## config.mk

```make
export PLATFORM = sky130hd
export DESIGN_NAME = color_fade_sequencer
export DESIGN_NICKNAME = d
export VERILOG_FILES = /design/src/design/cfs_pkg.sv /design/src/design/color_fade_sequencer.sv
export SDC_FILE = /design/constraint.sdc
export NUM_CORES = 2
export LEC_CHECK = 0
export ABC_AREA = 1
export BUFFER_PORTS_ARGS = -buffer_cell sky130_fd_sc_hd__buf_4
export CORE_MARGIN = 5
export CORE_UTILIZATION = 25
export CTS_BUF_LIST = sky130_fd_sc_hd__clkbuf_4
export DETAILED_ROUTE_END_ITERATION = 8
export GPL_ROUTABILITY_DRIVEN = 0
export GPL_TIMING_DRIVEN = 0
export SLEW_MARGIN = 40
export SYNTH_ARGS = -nofsm -noshare
export SYNTH_HDL_FRONTEND = slang
export SYNTH_SLANG_ARGS = --single-unit
```

## constraint.sdc

```tcl
create_clock -name i_clk -period 15.4 [get_ports i_clk]
set_input_delay 3.08 -clock i_clk [delete_from_list [all_inputs] [get_ports i_clk]]
set_output_delay 3.08 -clock i_clk [all_outputs]
set_load 0.01 [all_outputs]
```

## src/design/cfs_pkg.sv

```systemverilog
// package: widths, codes and reset values of the color fade sequencer
`timescale 1ns / 1ps

package cfs_pkg;

    localparam int COLOR_W    = 32;
    localparam int CHAN_W     = 8;
    localparam int INV_W      = 24;
    localparam int MODE_W     = 2;
    localparam int PLAYS_W    = 16;
    localparam int DT_W       = 16;
    localparam int FRAC_W     = 16;
    localparam int PHASE_W    = FRAC_W + 1;
    localparam int CFG_IDX_W  = 3;
    localparam int CFG_DATA_W = 32;
    localparam int CMD_W      = 1;

    typedef logic [CFG_IDX_W-1:0] t_cfg_idx;
    typedef logic [MODE_W-1:0]    t_mode;
    typedef logic [CMD_W-1:0]     t_cmd;

    localparam t_cfg_idx REG_START_COLOR  = 3'd0;
    localparam t_cfg_idx REG_END_COLOR    = 3'd1;
    localparam t_cfg_idx REG_INV_DURATION = 3'd2;
    localparam t_cfg_idx REG_PLAYBACK     = 3'd3;
    localparam t_cfg_idx REG_MAX_PLAYS    = 3'd4;

    localparam t_mode MODE_ONCE   = 2'd0;
    localparam t_mode MODE_LOOP   = 2'd1;
    localparam t_mode MODE_TOGGLE = 2'd2;

    localparam t_cmd CMD_START = 1'b0;
    localparam t_cmd CMD_TICK  = 1'b1;

    localparam logic [PHASE_W-1:0] PHASE_ONE       = 17'h10000;
    localparam logic [PLAYS_W-1:0] PLAYS_SAT       = 16'hFFFF;
    localparam logic [COLOR_W-1:0] START_RESET     = 32'h0000_0000;
    localparam logic [COLOR_W-1:0] END_RESET       = 32'hFFFF_FFFF;
    localparam logic [INV_W-1:0]   INV_RESET       = 24'h01_0000;
    localparam logic [PLAYS_W-1:0] MAX_PLAYS_RESET = 16'hFFFF;

endpackage

```

## src/design/color_fade_sequencer.sv

```systemverilog
// top level: linear rgba fade with once, loop and ping-pong playback
//
//  channel   dir  tdata (low bit up)                 tuser / tlast
//  s_axis    in   delta_time[15:0]                   tuser[0] = cmd
//  m_axis    out  red, green, blue, alpha (8 each)   tlast = finished
//  cfg       in   i_cfg_idx selects, i_cfg_wdata     write on i_cfg_we
//
//  one item per cycle while no result is held up; an item waits in the input register,
//  then the blend multipliers and the phase multiply-add set the path into the
//  result register, so a result passes the input register and then the result register.
//  i_rst_n is synchronous: config registers take their reset values, fade state and valid flags clear.
//  while a result waits, an armed tick stays in the input register and holds off
//  s_axis; start items and idle ticks drain past it without waiting on m_axis_tready.
`timescale 1ns / 1ps

module color_fade_sequencer (
    input  logic                              i_clk,
    input  logic                              i_rst_n,
    input  logic                              i_cfg_we,
    input  logic [cfs_pkg::CFG_IDX_W-1:0]     i_cfg_idx,
    input  logic [cfs_pkg::CFG_DATA_W-1:0]    i_cfg_wdata,
    input  logic                              s_axis_tvalid,
    output logic                              s_axis_tready,
    input  logic [cfs_pkg::DT_W-1:0]          s_axis_tdata,   // delta_time
    input  logic [cfs_pkg::CMD_W-1:0]         s_axis_tuser,   // cmd
    output logic                              m_axis_tvalid,
    input  logic                              m_axis_tready,
    output logic [cfs_pkg::COLOR_W-1:0]       m_axis_tdata,   // red, green, blue, alpha
    output logic                              m_axis_tlast    // finished
);
    import cfs_pkg::*;

    // per-channel blend: a + ((b - a) * p + half) >> 16, p below one
    function automatic logic [CHAN_W-1:0] blend_chan(input logic [CHAN_W-1:0] a,
                                                     input logic [CHAN_W-1:0] b,
                                                     input logic [FRAC_W-1:0] p);
        logic signed [CHAN_W:0]  diff;
        logic signed [26:0]      prod;
        logic signed [26:0]      acc;
        diff = $signed({1'b0, b}) - $signed({1'b0, a});
        prod = 27'(diff) * 27'($signed({1'b0, p}));
        acc  = $signed({3'b000, a, 16'h0000}) + prod + 27'sd32768;
        return acc[FRAC_W+CHAN_W-1:FRAC_W];
    endfunction

    // configuration registers
    logic [COLOR_W-1:0]  r_start_color;
    logic [COLOR_W-1:0]  r_end_color;
    logic [INV_W-1:0]    r_inv_duration;
    t_mode               r_mode;
    logic [PLAYS_W-1:0]  r_max_plays;

    // input register
    logic                r_in_valid;
    t_cmd                r_in_cmd;
    logic [DT_W-1:0]     r_in_dt;

    // fade state
    logic                r_armed;
    logic [PHASE_W-1:0]  r_phase;
    logic [PLAYS_W-1:0]  r_plays;
    logic [COLOR_W-1:0]  r_from;
    logic [COLOR_W-1:0]  r_to;

    // result register
    logic                r_out_valid;
    logic [COLOR_W-1:0]  r_out_data;
    logic                r_out_last;

    logic                emit;
    logic                out_free;
    logic                proc;
    logic                in_acc;
    logic                in_run;
    logic [COLOR_W-1:0]  blend_data;
    logic [COLOR_W-1:0]  end_data;
    logic [DT_W+INV_W-1:0] inc_prod;
    logic [INV_W:0]      phase_sum;
    logic [PHASE_W-1:0]  n_phase;
    logic [PLAYS_W-1:0]  n_plays;
    logic                restart;
    logic                swap;

    always_ff @(posedge i_clk) begin
        if (!i_rst_n) begin
            r_start_color  <= START_RESET;
            r_end_color    <= END_RESET;
            r_inv_duration <= INV_RESET;
            r_mode         <= MODE_ONCE;
            r_max_plays    <= MAX_PLAYS_RESET;
        end else if (i_cfg_we) begin
            unique case (i_cfg_idx)
                REG_START_COLOR:  r_start_color  <= i_cfg_wdata[COLOR_W-1:0];
                REG_END_COLOR:    r_end_color    <= i_cfg_wdata[COLOR_W-1:0];
                REG_INV_DURATION: r_inv_duration <= i_cfg_wdata[INV_W-1:0];
                REG_PLAYBACK:     r_mode         <= i_cfg_wdata[MODE_W-1:0];
                REG_MAX_PLAYS:    r_max_plays    <= i_cfg_wdata[PLAYS_W-1:0];
                default: begin
                end
            endcase
        end
    end

    // only an armed tick needs room in the result register
    assign emit          = r_in_valid && (r_in_cmd == CMD_TICK) && r_armed;
    assign out_free      = !r_out_valid || m_axis_tready;
    assign proc          = r_in_valid && (!emit || out_free);
    assign s_axis_tready = !r_in_valid || proc;
    assign in_acc        = s_axis_tvalid && s_axis_tready;

    always_ff @(posedge i_clk) begin
        if (!i_rst_n) begin
            r_in_valid <= 1'b0;
        end else if (in_acc) begin
            r_in_valid <= 1'b1;
        end else if (proc) begin
            r_in_valid <= 1'b0;
        end
    end

    always_ff @(posedge i_clk) begin
        if (in_acc) begin
            r_in_cmd <= s_axis_tuser;
            r_in_dt  <= s_axis_tdata;
        end
    end

    assign in_run = (r_phase < PHASE_ONE);

    // output word carries red in the low byte; stored colors keep red high
    assign blend_data = {blend_chan(r_from[7:0],   r_to[7:0],   r_phase[FRAC_W-1:0]),
                         blend_chan(r_from[15:8],  r_to[15:8],  r_phase[FRAC_W-1:0]),
                         blend_chan(r_from[23:16], r_to[23:16], r_phase[FRAC_W-1:0]),
                         blend_chan(r_from[31:24], r_to[31:24], r_phase[FRAC_W-1:0])};
    assign end_data   = {r_to[7:0], r_to[15:8], r_to[23:16], r_to[31:24]};

    assign inc_prod  = {{INV_W{1'b0}}, r_in_dt} * {{DT_W{1'b0}}, r_inv_duration};
    assign phase_sum = {{(INV_W + 1 - PHASE_W){1'b0}}, r_phase}
                     + {1'b0, inc_prod[DT_W+INV_W-1:FRAC_W]};
    assign n_phase   = (phase_sum >= {{(INV_W + 1 - PHASE_W){1'b0}}, PHASE_ONE})
                     ? PHASE_ONE : phase_sum[PHASE_W-1:0];

    assign n_plays = (r_plays != PLAYS_SAT) ? r_plays + PLAYS_W'(1) : r_plays;

    always_comb begin
        restart = 1'b0;
        swap    = 1'b0;
        case (r_mode)
            MODE_LOOP: begin
                restart = r_max_plays[PLAYS_W-1] || (n_plays < r_max_plays);
            end
            MODE_TOGGLE: begin
                restart = r_max_plays[PLAYS_W-1] || (n_plays < r_max_plays);
                swap    = restart;
            end
            default: begin
                restart = 1'b0;
            end
        endcase
    end

    always_ff @(posedge i_clk) begin
        if (!i_rst_n) begin
            r_armed <= 1'b0;
            r_phase <= '0;
            r_plays <= '0;
            r_from  <= '0;
            r_to    <= '0;
        end else if (proc) begin
            if (r_in_cmd == CMD_START) begin
                r_from  <= r_start_color;
                r_to    <= r_end_color;
                r_phase <= '0;
                r_plays <= '0;
                r_armed <= 1'b1;
            end else if (r_armed) begin
                if (in_run) begin
                    r_phase <= n_phase;
                end else begin
                    r_plays <= n_plays;
                    if (restart) begin
                        r_phase <= '0;
                    end else begin
                        r_armed <= 1'b0;
                    end
                    if (swap) begin
                        r_from <= r_to;
                        r_to   <= r_from;
                    end
                end
            end
        end
    end

    always_ff @(posedge i_clk) begin
        if (!i_rst_n) begin
            r_out_valid <= 1'b0;
        end else if (proc && emit) begin
            r_out_valid <= 1'b1;
        end else if (m_axis_tready) begin
            r_out_valid <= 1'b0;
        end
    end

    always_ff @(posedge i_clk) begin
        if (proc && emit) begin
            r_out_data <= in_run ? blend_data : end_data;
            r_out_last <= !in_run && !restart;
        end
    end

    assign m_axis_tvalid = r_out_valid;
    assign m_axis_tdata  = r_out_data;
    assign m_axis_tlast  = r_out_last;

endmodule

```

==> results.cfg <==
[run_status]
status = finished, final reports clean

[clock_network]
cts_tree = yes
path_clk_slew_ns = 0.06
ctsHtreeMaxLevel = 3
clock_latency_ns = 0.82
numCtsBuffers = 74
cts.path.max_buffers = 3
cts_root_buffer = clkbuf_4
postCtsHoldBufs = 0
cts_sinks = 256
cts_resized = 0
postCtsSetupRepairBufs = 0

[logic_synthesis]
post_synth.cell_area_avg_um2 = 7.61
synth_mux_area_frac = 0
synth_top_area_share = 0.339
synthArstFlopShare = 0
yosysSeqAreaShare = 0.130
ys_types = 48
synth.area.top_cells = fa_1, nand2_1, inv_1
synth_top_family_by_area = adder cells
ys_ff_latch = 256
synth_area_um2 = 43200
ys.flop_type = dfxtp_1
synth_edf_count = 50
synth_top_cell_by_area = fa_1
synthXorXnorAreaFrac = 0.0154
synth_adder_area_share = 0.445
synth_simple_gate_area_frac = 0.199
ys_warn_count = 0
synth_cells = 5674
synth_compound_area_frac = 0.0781
synth_nets = 6829

[job]
drv_cap = 0

[placed_design]
placed_cell_area_um2 = 46800
port_buffers = 90
hpwl_um = 118000

[route]
wl_met2_um = 69600
dr.pass1.iters = 6
route.antenna.remaining_nets = 0
wirelength_met1_um = 54200
vias = 37236
via_per_inst = 4.53
highest_layer = met5
avgRoutedWirePerCell_um = 17.1
drtIter0Drc = 2833
postRouteWirelength_um = 140000
wl_met3_um = 9560
drc = 0

[grt]
grt_pass1_vias = 38152
grt_max_degree = 19
grt_pass1_wl_um = 217000
antenna_found_initial = 14
grt_overflow = 0
grt.total_usage = 0.154

[sta]
max_slew.worst_pin.slew_ns = 0.906
finalClockSkew_ns = 0.0687
rsz0062_at_grt = false
finalCritPeriodShare = 0.604
min_period_ns = 9.30
setup_viol = 0
tns_ns = 0
finalHoldViolations = 0
fmax_mhz = 107
drv_slew = 0
max_slew_margin = 0.396

[critical_path]
critPathLaunchType = flip-flop
path_class = reg -> reg
rrSetupSlack_ns = 6.10
critical-path-slowest-cell = clkbuf_1
end_kind = flip-flop
critPathMaxFanout = 10
crit_top_cell = fa_1
r2r_end = r_phase[10]
path_buf_inv = 8
crit_end = r_phase[10]
crit_required_ns = 16.11
cp.depth = 36
max_stage_delay_ns = 0.73
arrival_ns = 10.01
r2r-start = r_inv_duration[10]
path_delay_family = adder cells
worst-r2r-cell-count = 36
worstSetupStartpoint = r_inv_duration[10]

[min_path]
hold_depth = 2
min_path_type = reg -> reg

[cells_and_area]
final_nets = 6997
fillers = 18681
final_cell_mix = nand2_1, inv_1, fa_1
layout_commonest_cell = nand2_1
area_growth_pct = 10.8
fin_area_um2 = 47800
layout-drive-gt1-share = 0.0551

[floorplanning]
die_x_um = 426
std_cell_rows = 152
io_pins = 92
core_area_um2 = 172000
fp.dieArea_um2 = 181000
initial_core_util = 0.251
die_y_um = 426

[power]
power_leakage_nw = 23.1
p_per_area_nw_per_um2 = 52.8
ir_worst_vdd_v = 0.0000470
## metrics by stage
step / setup slack (ns) / power (W) / util / cells / hold WS (ns)
finish: 6.10 / 0.00252 / 0.279 / 8212 / 0.454
detailed placement: 6.22 / 0.00185 / 0.273 / 8076 / 0.447
floorplan: 7.77 / 0.00148 / - / 5674 / 0.424
CTS: 6.15 / 0.00254 / 0.278 / 8205 / 0.455
global placement: 6.23 / 0.00184 / 0.272 / 8074 / 0.440
global route: 5.50 / 0.00270 / 0.278 / 8210 / 0.474
## power by group
part	total (W)	internal, W	switching (W)
clock network	0.000673	0.000368	0.000306
logic	0.00113	0.000368	0.000758
registers	0.000723	0.000703	0.0000199
total	0.00252	0.00144	0.00108
## routing by layer
metal  track usage  up-vias
li1              -    17426
met1         0.184    18102
met2         0.274     1418
met3        0.0238      288
met4        0.0699        2
met5             0        -
## Yosys cell counts (all sizes together), types with 31 or more instances
master / n
dfxtp: 206
a21oi: 295
o21ai: 210
nand3: 159
fa: 730
inv: 1236
nor2: 427
xnor2: 45
xor2: 31
nand2: 1459
o211ai: 43
clkbuf: 234
ha: 368
edfxtp: 50
## sequential cells by signal, summed over array words and instances, names as in the netlist
name            count
m_axis_tdata       32
m_axis_tlast        1
m_axis_tvalid       1
r_armed             1
r_end_color        32
r_from             32
r_in_cmd            1
r_in_dt            16
r_in_valid          1
r_inv_duration     24
r_max_plays        16
r_mode              2
r_phase            17
r_plays            16
r_start_color      32
r_to               32
## kinds of logic (layout without fill, tap and decap cells)
logic type	Yosys count	after routing
and+or+nand+nor	2135	2135
buffers and inverters	1497	1718
adders and majority gates	1098	1098
AOI/OAI and AO/OA	612	612
DFF	256	256
xor gates and xnor gates	76	76
other	0	7
## worst min-delay path by stage
| stage | from | end | slack (ns) |
|---|---|---|---|
| 6_report | r_start_color[23] | r_start_color[23] | 0.45 |
| 5_1_grt | r_from[29] | r_from[29] | 0.47 |
| 4_1_cts | r_start_color[23] | r_start_color[23] | 0.46 |
| 3_5_place_dp | r_start_color[30] | r_start_color[30] | 0.45 |
| 3_3_place_gp | r_mode[1] | r_mode[1] | 0.44 |
| 2_1_floorplan | r_start_color[27] | r_start_color[27] | 0.42 |
## cell type report
class	count	area, µm²	area share
tap	2310	2890	0.0604
antenna	7	17.5	0.000366
buffer	258	1060	0.0221
multi-input combinational	3921	31900	0.667
sequential	256	5630	0.118
timing repair buffer	92	716	0.0150
clock inverter	16	131	0.00275
inverter	1239	4650	0.0972
clock buffer	113	848	0.0177
## worst min-delay path: cells and delay by family (launching register included)
family / cells / cell delay [ns]
buffers and inverters: 1 / 0.06
AO/OA/AOI/OAI: 1 / 0.05
flip-flops: 1 / 0.29
Power figures use the tool's default switching activity.
